==> src/sv/rtsr_pkg.sv <==
// Shared constants, codes and types of the right triangle side resolver.
`default_nettype none
package rtsr_pkg;
   localparam int SideWidth = 16;
   localparam int FracBits  = 8;

   localparam int MagOutW  = SideWidth + FracBits;
   localparam int SgnOutW  = MagOutW + 1;
   localparam int SqW      = 2 * SideWidth;
   localparam int RootBits = MagOutW;
   localparam int RadW     = 2 * RootBits;
   localparam int RemW     = RootBits + 3;
   localparam int ReqDataW = ((3 * SideWidth + 3 + 7) / 8) * 8;
   localparam int RspDataW = ((MagOutW + 2 * SgnOutW + 7) / 8) * 8;

   localparam logic [1:0] OpOppHyp = 2'd0;
   localparam logic [1:0] OpAdjHyp = 2'd1;
   localparam logic [1:0] OpOppAdj = 2'd2;

   localparam logic [1:0] ErrNone     = 2'd0;
   localparam logic [1:0] ErrNegHyp   = 2'd1;
   localparam logic [1:0] ErrLegLong  = 2'd2;
   localparam logic [1:0] ErrQuadrant = 2'd3;

   localparam logic [1:0] SelAdj = 2'd0;
   localparam logic [1:0] SelOpp = 2'd1;
   localparam logic [1:0] SelHyp = 2'd2;

   localparam logic [2:0] Quad1 = 3'd1;
   localparam logic [2:0] Quad2 = 3'd2;
   localparam logic [2:0] Quad3 = 3'd3;
   localparam logic [2:0] Quad4 = 3'd4;

   typedef struct packed {
      logic [1:0]           err;
      logic [1:0]           root_sel;
      logic                 opp_neg;
      logic                 adj_neg;
      logic [SideWidth-1:0] opp_mag;
      logic [SideWidth-1:0] adj_mag;
      logic [SideWidth-1:0] hyp_mag;
   } side_type;

   typedef struct packed {
      logic [RemW-1:0]     rem;
      logic [RootBits-1:0] root;
      logic [RadW-1:0]     rad;
   } root_type;
endpackage
`default_nettype wire

==> src/sv/rtsr_front.sv <==
// Front stages: decode and error checks, squaring, radicand forming.
`default_nettype none
module rtsr_front (
   input  wire logic                                clock,
   input  wire logic                                reset,
   input  wire logic                                in_valid,
   output logic                                     in_ready,
   input  wire logic [1:0]                          opcode,
   input  wire logic signed [rtsr_pkg::SideWidth-1:0] opposite_in,
   input  wire logic signed [rtsr_pkg::SideWidth-1:0] adjacent_in,
   input  wire logic signed [rtsr_pkg::SideWidth-1:0] hypotenuse_in,
   input  wire logic [2:0]                          quadrant,
   output logic                                     out_valid,
   input  wire logic                                out_ready,
   output rtsr_pkg::side_type                       out_side,
   output rtsr_pkg::root_type                       out_root
);
   localparam int Sw = rtsr_pkg::SideWidth;

   logic rdy1, rdy2, rdy3;
   logic v1_ff, v2_ff, v3_ff;

   logic [Sw-1:0] om, am, hm, leg;
   logic          on, an, hn, q_ok, q23, q34;

   rtsr_pkg::side_type side1_in, side1_ff, side2_ff, side3_ff;
   logic [Sw-1:0] x1_in, x1_ff, y1_in, y1_ff;
   logic          sub1_in, sub1_ff, sub2_ff;
   logic [rtsr_pkg::SqW-1:0] sx2_in, sx2_ff, sy2_in, sy2_ff;
   logic [rtsr_pkg::RadW-1:0] rad3_in, rad3_ff;

   assign rdy3     = !v3_ff || out_ready;
   assign rdy2     = !v2_ff || rdy3;
   assign rdy1     = !v1_ff || rdy2;
   assign in_ready = rdy1;

   always_comb begin
      on   = opposite_in[Sw-1];
      an   = adjacent_in[Sw-1];
      hn   = hypotenuse_in[Sw-1];
      om   = on ? (~opposite_in) + Sw'(1) : opposite_in;
      am   = an ? (~adjacent_in) + Sw'(1) : adjacent_in;
      hm   = hn ? (~hypotenuse_in) + Sw'(1) : hypotenuse_in;
      leg  = (opcode == rtsr_pkg::OpOppHyp) ? om : am;
      q_ok = (quadrant == rtsr_pkg::Quad1) || (quadrant == rtsr_pkg::Quad2) ||
             (quadrant == rtsr_pkg::Quad3) || (quadrant == rtsr_pkg::Quad4);
      q23  = (quadrant == rtsr_pkg::Quad2) || (quadrant == rtsr_pkg::Quad3);
      q34  = (quadrant == rtsr_pkg::Quad3) || (quadrant == rtsr_pkg::Quad4);

      side1_in.opp_mag  = om;
      side1_in.adj_mag  = am;
      side1_in.hyp_mag  = hm;
      side1_in.opp_neg  = on || ((om != '0) && q34);
      side1_in.adj_neg  = an || ((am != '0) && q23);
      side1_in.root_sel = rtsr_pkg::SelHyp;
      side1_in.err      = rtsr_pkg::ErrNone;
      x1_in             = hm;
      y1_in             = leg;
      sub1_in           = 1'b1;

      unique case (opcode)
         rtsr_pkg::OpOppHyp, rtsr_pkg::OpAdjHyp: begin
            if (hn) side1_in.err = rtsr_pkg::ErrNegHyp;
            else if (leg > hm) side1_in.err = rtsr_pkg::ErrLegLong;
            else if (!q_ok) side1_in.err = rtsr_pkg::ErrQuadrant;
            if (opcode == rtsr_pkg::OpOppHyp) begin
               side1_in.root_sel = rtsr_pkg::SelAdj;
               side1_in.adj_neg  = q23;
            end else begin
               side1_in.root_sel = rtsr_pkg::SelOpp;
               side1_in.opp_neg  = q34;
            end
         end
         rtsr_pkg::OpOppAdj: begin
            if (!q_ok) side1_in.err = rtsr_pkg::ErrQuadrant;
            x1_in   = om;
            y1_in   = am;
            sub1_in = 1'b0;
         end
         default: side1_in.err = rtsr_pkg::ErrQuadrant;
      endcase
   end

   assign sx2_in = rtsr_pkg::SqW'(x1_ff) * rtsr_pkg::SqW'(x1_ff);
   assign sy2_in = rtsr_pkg::SqW'(y1_ff) * rtsr_pkg::SqW'(y1_ff);
   // leg above hypotenuse underflows here, but that item is flagged and zeroed
   assign rad3_in = rtsr_pkg::RadW'(sub2_ff ? sx2_ff - sy2_ff : sx2_ff + sy2_ff)
                    << (2 * rtsr_pkg::FracBits);

   always_ff @(posedge clock) begin
      if (reset) begin
         v1_ff <= 1'b0;
         v2_ff <= 1'b0;
         v3_ff <= 1'b0;
      end else begin
         if (rdy1) v1_ff <= in_valid;
         if (rdy2) v2_ff <= v1_ff;
         if (rdy3) v3_ff <= v2_ff;
      end
   end

   always_ff @(posedge clock) begin
      if (rdy1 && in_valid) begin
         side1_ff <= side1_in;
         x1_ff    <= x1_in;
         y1_ff    <= y1_in;
         sub1_ff  <= sub1_in;
      end
      if (rdy2 && v1_ff) begin
         side2_ff <= side1_ff;
         sx2_ff   <= sx2_in;
         sy2_ff   <= sy2_in;
         sub2_ff  <= sub1_ff;
      end
      if (rdy3 && v2_ff) begin
         side3_ff <= side2_ff;
         rad3_ff  <= rad3_in;
      end
   end

   assign out_valid     = v3_ff;
   assign out_side      = side3_ff;
   assign out_root.rem  = '0;
   assign out_root.root = '0;
   assign out_root.rad  = rad3_ff;
endmodule
`default_nettype wire

==> src/sv/rtsr_root_step.sv <==
// One registered restoring square root step: one result bit per stage.
`default_nettype none
module rtsr_root_step (
   input  wire logic         clock,
   input  wire logic         reset,
   input  wire logic         in_valid,
   output logic              in_ready,
   input  wire rtsr_pkg::side_type in_side,
   input  wire rtsr_pkg::root_type in_root,
   output logic              out_valid,
   input  wire logic         out_ready,
   output rtsr_pkg::side_type out_side,
   output rtsr_pkg::root_type out_root
);
   localparam int Rb = rtsr_pkg::RootBits;
   localparam int Rw = rtsr_pkg::RemW;

   logic                valid_ff;
   rtsr_pkg::side_type  side_ff;
   rtsr_pkg::root_type  root_in, root_ff;
   logic [Rw-1:0]       rem_sh, trial;

   assign in_ready = !valid_ff || out_ready;

   always_comb begin
      rem_sh      = {in_root.rem[Rw-3:0], in_root.rad[rtsr_pkg::RadW-1 -: 2]};
      trial       = Rw'({in_root.root, 2'b01});
      root_in.rad = in_root.rad << 2;
      if (rem_sh >= trial) begin
         root_in.rem  = rem_sh - trial;
         root_in.root = {in_root.root[Rb-2:0], 1'b1};
      end else begin
         root_in.rem  = rem_sh;
         root_in.root = {in_root.root[Rb-2:0], 1'b0};
      end
   end

   always_ff @(posedge clock) begin
      if (reset) valid_ff <= 1'b0;
      else if (in_ready) valid_ff <= in_valid;
   end

   always_ff @(posedge clock) begin
      if (in_ready && in_valid) begin
         side_ff <= in_side;
         root_ff <= root_in;
      end
   end

   assign out_valid = valid_ff;
   assign out_side  = side_ff;
   assign out_root  = root_ff;
endmodule
`default_nettype wire

==> src/sv/rtsr_back.sv <==
// Output stage: picks root or given sides, applies signs and errors, holds the response.
`default_nettype none
module rtsr_back (
   input  wire logic                          clock,
   input  wire logic                          reset,
   input  wire logic                          in_valid,
   output logic                               in_ready,
   input  wire rtsr_pkg::side_type            in_side,
   input  wire logic [rtsr_pkg::RootBits-1:0] in_root,
   output logic                               rsp_tvalid,
   input  wire logic                          rsp_tready,
   output logic [rtsr_pkg::RspDataW-1:0]      rsp_tdata,
   output logic [1:0]                         rsp_tuser
);
   localparam int Mw = rtsr_pkg::MagOutW;
   localparam int Gw = rtsr_pkg::SgnOutW;

   logic                         valid_ff;
   logic [rtsr_pkg::RspDataW-1:0] data_in, data_ff;
   logic [1:0]                   user_in, user_ff;
   logic [Mw-1:0]                hyp, opp_mag, adj_mag;
   logic [Gw-1:0]                opp, adj;

   assign in_ready = !valid_ff || rsp_tready;

   always_comb begin
      hyp     = Mw'(in_side.hyp_mag) << rtsr_pkg::FracBits;
      opp_mag = Mw'(in_side.opp_mag) << rtsr_pkg::FracBits;
      adj_mag = Mw'(in_side.adj_mag) << rtsr_pkg::FracBits;
      unique case (in_side.root_sel)
         rtsr_pkg::SelAdj: adj_mag = Mw'(in_root);
         rtsr_pkg::SelOpp: opp_mag = Mw'(in_root);
         default:          hyp     = Mw'(in_root);
      endcase
      opp = in_side.opp_neg ? Gw'(0) - Gw'(opp_mag) : Gw'(opp_mag);
      adj = in_side.adj_neg ? Gw'(0) - Gw'(adj_mag) : Gw'(adj_mag);
      if (in_side.err != rtsr_pkg::ErrNone) begin
         hyp = '0;
         opp = '0;
         adj = '0;
      end
      data_in = rtsr_pkg::RspDataW'({adj, opp, hyp});
      user_in = in_side.err;
   end

   always_ff @(posedge clock) begin
      if (reset) valid_ff <= 1'b0;
      else if (in_ready) valid_ff <= in_valid;
   end

   always_ff @(posedge clock) begin
      if (in_ready && in_valid) begin
         data_ff <= data_in;
         user_ff <= user_in;
      end
   end

   assign rsp_tvalid = valid_ff;
   assign rsp_tdata  = data_ff;
   assign rsp_tuser  = user_ff;
endmodule
`default_nettype wire

==> src/sv/right_triangle_side_resolver.sv <==
// Right triangle side resolver: finds the missing side of a right triangle and signs
// the legs by quadrant. One request is taken per clock cycle while the pipeline is not
// stalled; each passes the front stages (decode, squaring, radicand), the square root
// steps, which yield one result bit per pipeline stage, and the output stage. Every
// stage stalls only when the one after it is full, so bubbles close up under back
// pressure. Error codes: 1 negative hypotenuse, 2 leg longer than the hypotenuse, 3 bad
// quadrant or unused opcode; on any error the sides read zero.
`default_nettype none
module right_triangle_side_resolver (
   input  wire logic                          clock,
   input  wire logic                          reset,
   input  wire logic                          req_tvalid,
   output logic                               req_tready,
   // opposite_in, adjacent_in, hypotenuse_in, quadrant, zero fill
   input  wire logic [rtsr_pkg::ReqDataW-1:0] req_tdata,
   // opcode
   input  wire logic [1:0]                    req_tuser,
   output logic                               rsp_tvalid,
   input  wire logic                          rsp_tready,
   // hypotenuse_out, opposite_out, adjacent_out, zero fill
   output logic [rtsr_pkg::RspDataW-1:0]      rsp_tdata,
   // error_code
   output logic [1:0]                         rsp_tuser
);
   localparam int Sw = rtsr_pkg::SideWidth;
   localparam int Rb = rtsr_pkg::RootBits;

   logic               link_valid [Rb+1];
   logic               link_ready [Rb+1];
   rtsr_pkg::side_type link_side  [Rb+1];
   rtsr_pkg::root_type link_root  [Rb+1];

   rtsr_front u_front (
      .clock         (clock),
      .reset         (reset),
      .in_valid      (req_tvalid),
      .in_ready      (req_tready),
      .opcode        (req_tuser),
      .opposite_in   (req_tdata[Sw-1:0]),
      .adjacent_in   (req_tdata[2*Sw-1:Sw]),
      .hypotenuse_in (req_tdata[3*Sw-1:2*Sw]),
      .quadrant      (req_tdata[3*Sw+2:3*Sw]),
      .out_valid     (link_valid[0]),
      .out_ready     (link_ready[0]),
      .out_side      (link_side[0]),
      .out_root      (link_root[0])
   );

   for (genvar g = 0; g < Rb; g++) begin : g_root
      rtsr_root_step u_step (
         .clock     (clock),
         .reset     (reset),
         .in_valid  (link_valid[g]),
         .in_ready  (link_ready[g]),
         .in_side   (link_side[g]),
         .in_root   (link_root[g]),
         .out_valid (link_valid[g+1]),
         .out_ready (link_ready[g+1]),
         .out_side  (link_side[g+1]),
         .out_root  (link_root[g+1])
      );
   end

   rtsr_back u_back (
      .clock      (clock),
      .reset      (reset),
      .in_valid   (link_valid[Rb]),
      .in_ready   (link_ready[Rb]),
      .in_side    (link_side[Rb]),
      .in_root    (link_root[Rb].root),
      .rsp_tvalid (rsp_tvalid),
      .rsp_tready (rsp_tready),
      .rsp_tdata  (rsp_tdata),
      .rsp_tuser  (rsp_tuser)
   );
endmodule
`default_nettype wire

==> config.mk <==
export PLATFORM = sky130hd
export DESIGN_NAME = right_triangle_side_resolver
export DESIGN_NICKNAME = d
export VERILOG_FILES = /design/src/sv/rtsr_pkg.sv /design/src/sv/rtsr_front.sv /design/src/sv/rtsr_root_step.sv /design/src/sv/rtsr_back.sv /design/src/sv/right_triangle_side_resolver.sv
export SDC_FILE = /design/constraint.sdc
export NUM_CORES = 2
export LEC_CHECK = 0
export BUFFER_PORTS_ARGS = -buffer_cell sky130_fd_sc_hd__buf_4
export CAP_MARGIN = 30
export CORE_UTILIZATION = 57
export CTS_CLUSTER_DIAMETER = 30
export DETAILED_ROUTE_END_ITERATION = 8
export PLACE_DENSITY_LB_ADDON = 0.15
export REMOVE_ABC_BUFFERS = 1
export SLEW_MARGIN = 15
export SYNTH_ARGS = -nofsm -noshare
export SYNTH_HDL_FRONTEND = slang
export SYNTH_SLANG_ARGS = --single-unit
==> constraint.sdc <==
create_clock -name clock -period 11.2 [get_ports clock]
set_clock_uncertainty 0.05 [all_clocks]
set_input_delay 1.12 -clock clock [delete_from_list [all_inputs] [get_ports clock]]
set_output_delay 1.12 -clock clock [all_outputs]
set_load 0.005 [all_outputs]
==> reports/metrics.cfg <==
[status]
status = completed

[synth]
ys.flop_type = edfxtp_1
synth_area_um2 = 125000
synth_top_area_cell = edfxtp_1
synth.distinct_cells = 89
ys_seq_area_frac = 0.664
yosysTopAreaCellShare = 0.659
synth_edf_count = 2738
synth_warnings = 0
avgSynthCellArea_um2 = 14.4
synth_area_leaders = edfxtp_1, ha_1, fa_1, inv_1, xnor2_1
synth.cells.most_frequent = edfxtp_1, inv_1, ha_1
synth_seq_cells = 2766
ys_async_sr_fraction = 0
netlist_instances = 8680
synth_most_common_cell = edfxtp_1

[route]
vias = 67942
wl_mm = 233
wl_per_cell_um = 18.7
postRouteAntennaNets = 0
vias_per_cell = 5.44
drt-initial-drc-count = 4117
dr.pass1.iters = 6
drc_errors = 0

[power_and_ir_drop]
peakVddDrop_mv = 0.618
p_sw_frac = 0.327
p_switching_uw = 13300
p_int_uw = 27300
clock_power_share = 0.360
powerDensity_nw_per_um2 = 277
p_seq_frac = 0.305
power.leakage_uw = 0.0552
p_comb_frac = 0.335

[sta]
whs_ns = 0.285
slew_headroom = 0.307
fmax_ghz = 0.138
final_hold_viol_count = 0
worst_pin_slew_ns = 1.03
slew_violations = 0
setup_viol = 0
finalWorstSetupSlack_ns = 3.93
min_period_ns = 7.27
rsz0062_at_grt = false
finalCritPeriodShare = 0.649
setup_tns_ns = 0

[clock_network]
cts_setup_buffers = 0
insertion_delay_ns = 1.00
cts_tree = built
cts.root.buffer_cell = clkbuf_16
h-tree-depth = 5
path_clk_slew_ns = 0.06
cts_hold_buf = 0
cts_max_path_buffers = 4
post_cts_resized = 0
numCtsBuffers = 478
clock-sinks = 2766

[setup_path]
path_class = flip-flop to flip-flop
timing.rr.end = u_front.sx2_ff[30]
cp.required_ns = 11.86
cp.arrival_ns = 7.93
r2r-start = u_front.x1_ff[3]
crit_path_frequent_cell = fa_1
r2r_slack_ns = 3.93
end_kind = flip-flop
critPathMaxStageDelay_ns = 0.84
critPathTopFamily = adder cells
crit_fanout = 14
reg2reg_depth = 23
slowest_stage = edfxtp_1
cp.buffers_inverters = 6
crit_path_start = u_front.x1_ff[3]
cp_num_cells = 23
path_cells = inv_1 > nor2_1 > fa_1 > inv_1 > fa_1 > inv_1 > fa_1 > inv_1 > fa_1 > fa_1 > fa_1 > inv_1 > ha_1 > a41oi_1 > o21ai_0 > a21oi_1 > o41ai_1 > buf_2 > o311ai_0 > a21oi_1 > o21ai_0 > nand2_1 > xor2_1
start_kind = flip-flop

[finish]
fin_nets = 10190
utilization = 0.673
finalInstanceArea_um2 = 146000
drive_gt1_frac = 0.126
fillers = 14886
syn2layout_area_growth_pct = 17.3

[job]
cap_violations = 0

[min_path]
min_path_cells = 0
holdPathEnd = g_root[2].u_step.out_side[16]
hold_start = g_root[1].u_step.out_side[16]
min_path_type = flip-flop to flip-flop

[grt]
grt_max_degree = 118
antenna_found_initial = 1
grt_pass1_wl_mm = 373
grt_use_total = 0.212
grt_overflow = 0
grt_pass1_vias = 70711

[placement]
hpwl_mm = 158
post_dp_cell_area_um2 = 130000
gp_congestion = 0.871
portBuffers = 134
dpl_worst_slack_ns = 4.04

[floorplanning]
start_util = 0.574
dieArea_um2 = 221000
die_h_um = 470
ios = 146
rows = 171
coreArea_um2 = 217000
die_w_um = 470

[layout by cell type (no fill, tap or decap), types with 59 or more instances in the layout]
cell type,count
clkbuf_16,481
nor4_1,70
mux2_2,81
o21ai_0,316
nor2_1,512
o21a_1,96
a21o_1,124
xnor2_1,331
fa_1,339
buf_4,216
or3_1,66
xor2_1,281
clkinvlp_4,59
ha_1,561
and2_1,126
nand3_1,110
nand2_1,480
a21oi_1,386
edfxtp_1,2738
nor2b_1,62
nor3_1,175
inv_6,62
bufinv_16,72
nand2b_1,79
inv_1,910
[worst register-to-register path, stage by stage (launching register included)]
cell      delay [ns]
edfxtp_1        0.84
inv_1           0.34
nor2_1          0.34
fa_1            0.46
inv_1           0.07
fa_1            0.41
inv_1           0.09
fa_1            0.42
inv_1           0.08
fa_1            0.43
fa_1            0.51
fa_1            0.55
inv_1           0.06
ha_1            0.37
a41oi_1         0.19
o21ai_0         0.11
a21oi_1         0.18
o41ai_1         0.17
buf_2           0.19
o311ai_0        0.52
a21oi_1         0.17
o21ai_0         0.19
nand2_1         0.08
xor2_1          0.14
[worst max path at each step]
stage                           to  slack (ns)
6_report        u_front.sx2_ff[30]        3.93
5_1_grt         u_front.sx2_ff[30]        3.51
4_1_cts         u_front.sx2_ff[30]        3.94
3_5_place_dp    u_front.sx2_ff[30]        4.04
3_3_place_gp    u_front.sy2_ff[31]        3.83
2_1_floorplan  u_front.side2_ff[0]       -0.51
[metrics by stage]
stage | instances | total power (uW)
2_1_floorplan | 8519 | 22600
3_3_place_gp | 11589 | 26100
3_5_place_dp | 11597 | 26200
4_1_cts | 12473 | 41000
5_1_grt | 12480 | 43100
6_report | 12483 | 40600
[sequential cells by signal, summed over array words and instances, names as in the netlist, 2 cells and up]
register / flops
g_root.u_step.out_root: 1076
g_root.u_step.out_side: 1296
g_root.u_step.out_valid: 24
u_back.rsp_tdata: 74
u_back.rsp_tuser: 2
u_front.out_side: 54
u_front.rad3_ff: 32
u_front.side1_ff: 54
u_front.side2_ff: 54
u_front.sx2_ff: 31
u_front.sy2_ff: 31
u_front.x1_ff: 16
u_front.y1_ff: 16
[power by group through the flow]
stage / Combinational (uW) / Clock (uW) / Sequential, uW
after detailed placement: 13700 / 0 / 12600
after global placement: 13500 / 0 / 12600
final: 13600 / 14600 / 12400
after global routing: 15300 / 15300 / 12400
after floorplan: 10100 / 0 / 12500
after CTS: 13800 / 14900 / 12400
[layer usage]
layer,part of all wire,GRT usage,up-vias
met5,0,0,-
met2,0.51,0.375,1507
met3,0.042,0.0333,448
li1,-,-,32652
met4,0.033,0.0813,0
met1,0.41,0.262,33335
[logic make-up after synthesis]
group	share of synthesized area
flip-flops	0.664
AND/OR/NAND/NOR	0.0769
AO/OA/AOI/OAI	0.0616
buffers and inverters	0.0328
adder cells (fa/ha/maj)	0.111
XOR/XNOR	0.0430
multiplexers	0.0114
other	0.0000301
[area by class of cell]
type,count,area (um^2),area share
tap,2854,3570,0.0244
timing repair buffer,229,1850,0.0127
clock inverter,358,4320,0.0295
sequential,2766,82800,0.565
clock buffer,518,12200,0.0832
multi-input combinational,4841,38300,0.261
antenna,5,12.5,0.0000855
inverter,912,3420,0.0234
Note: power is estimated with default switching activity, not from simulation.
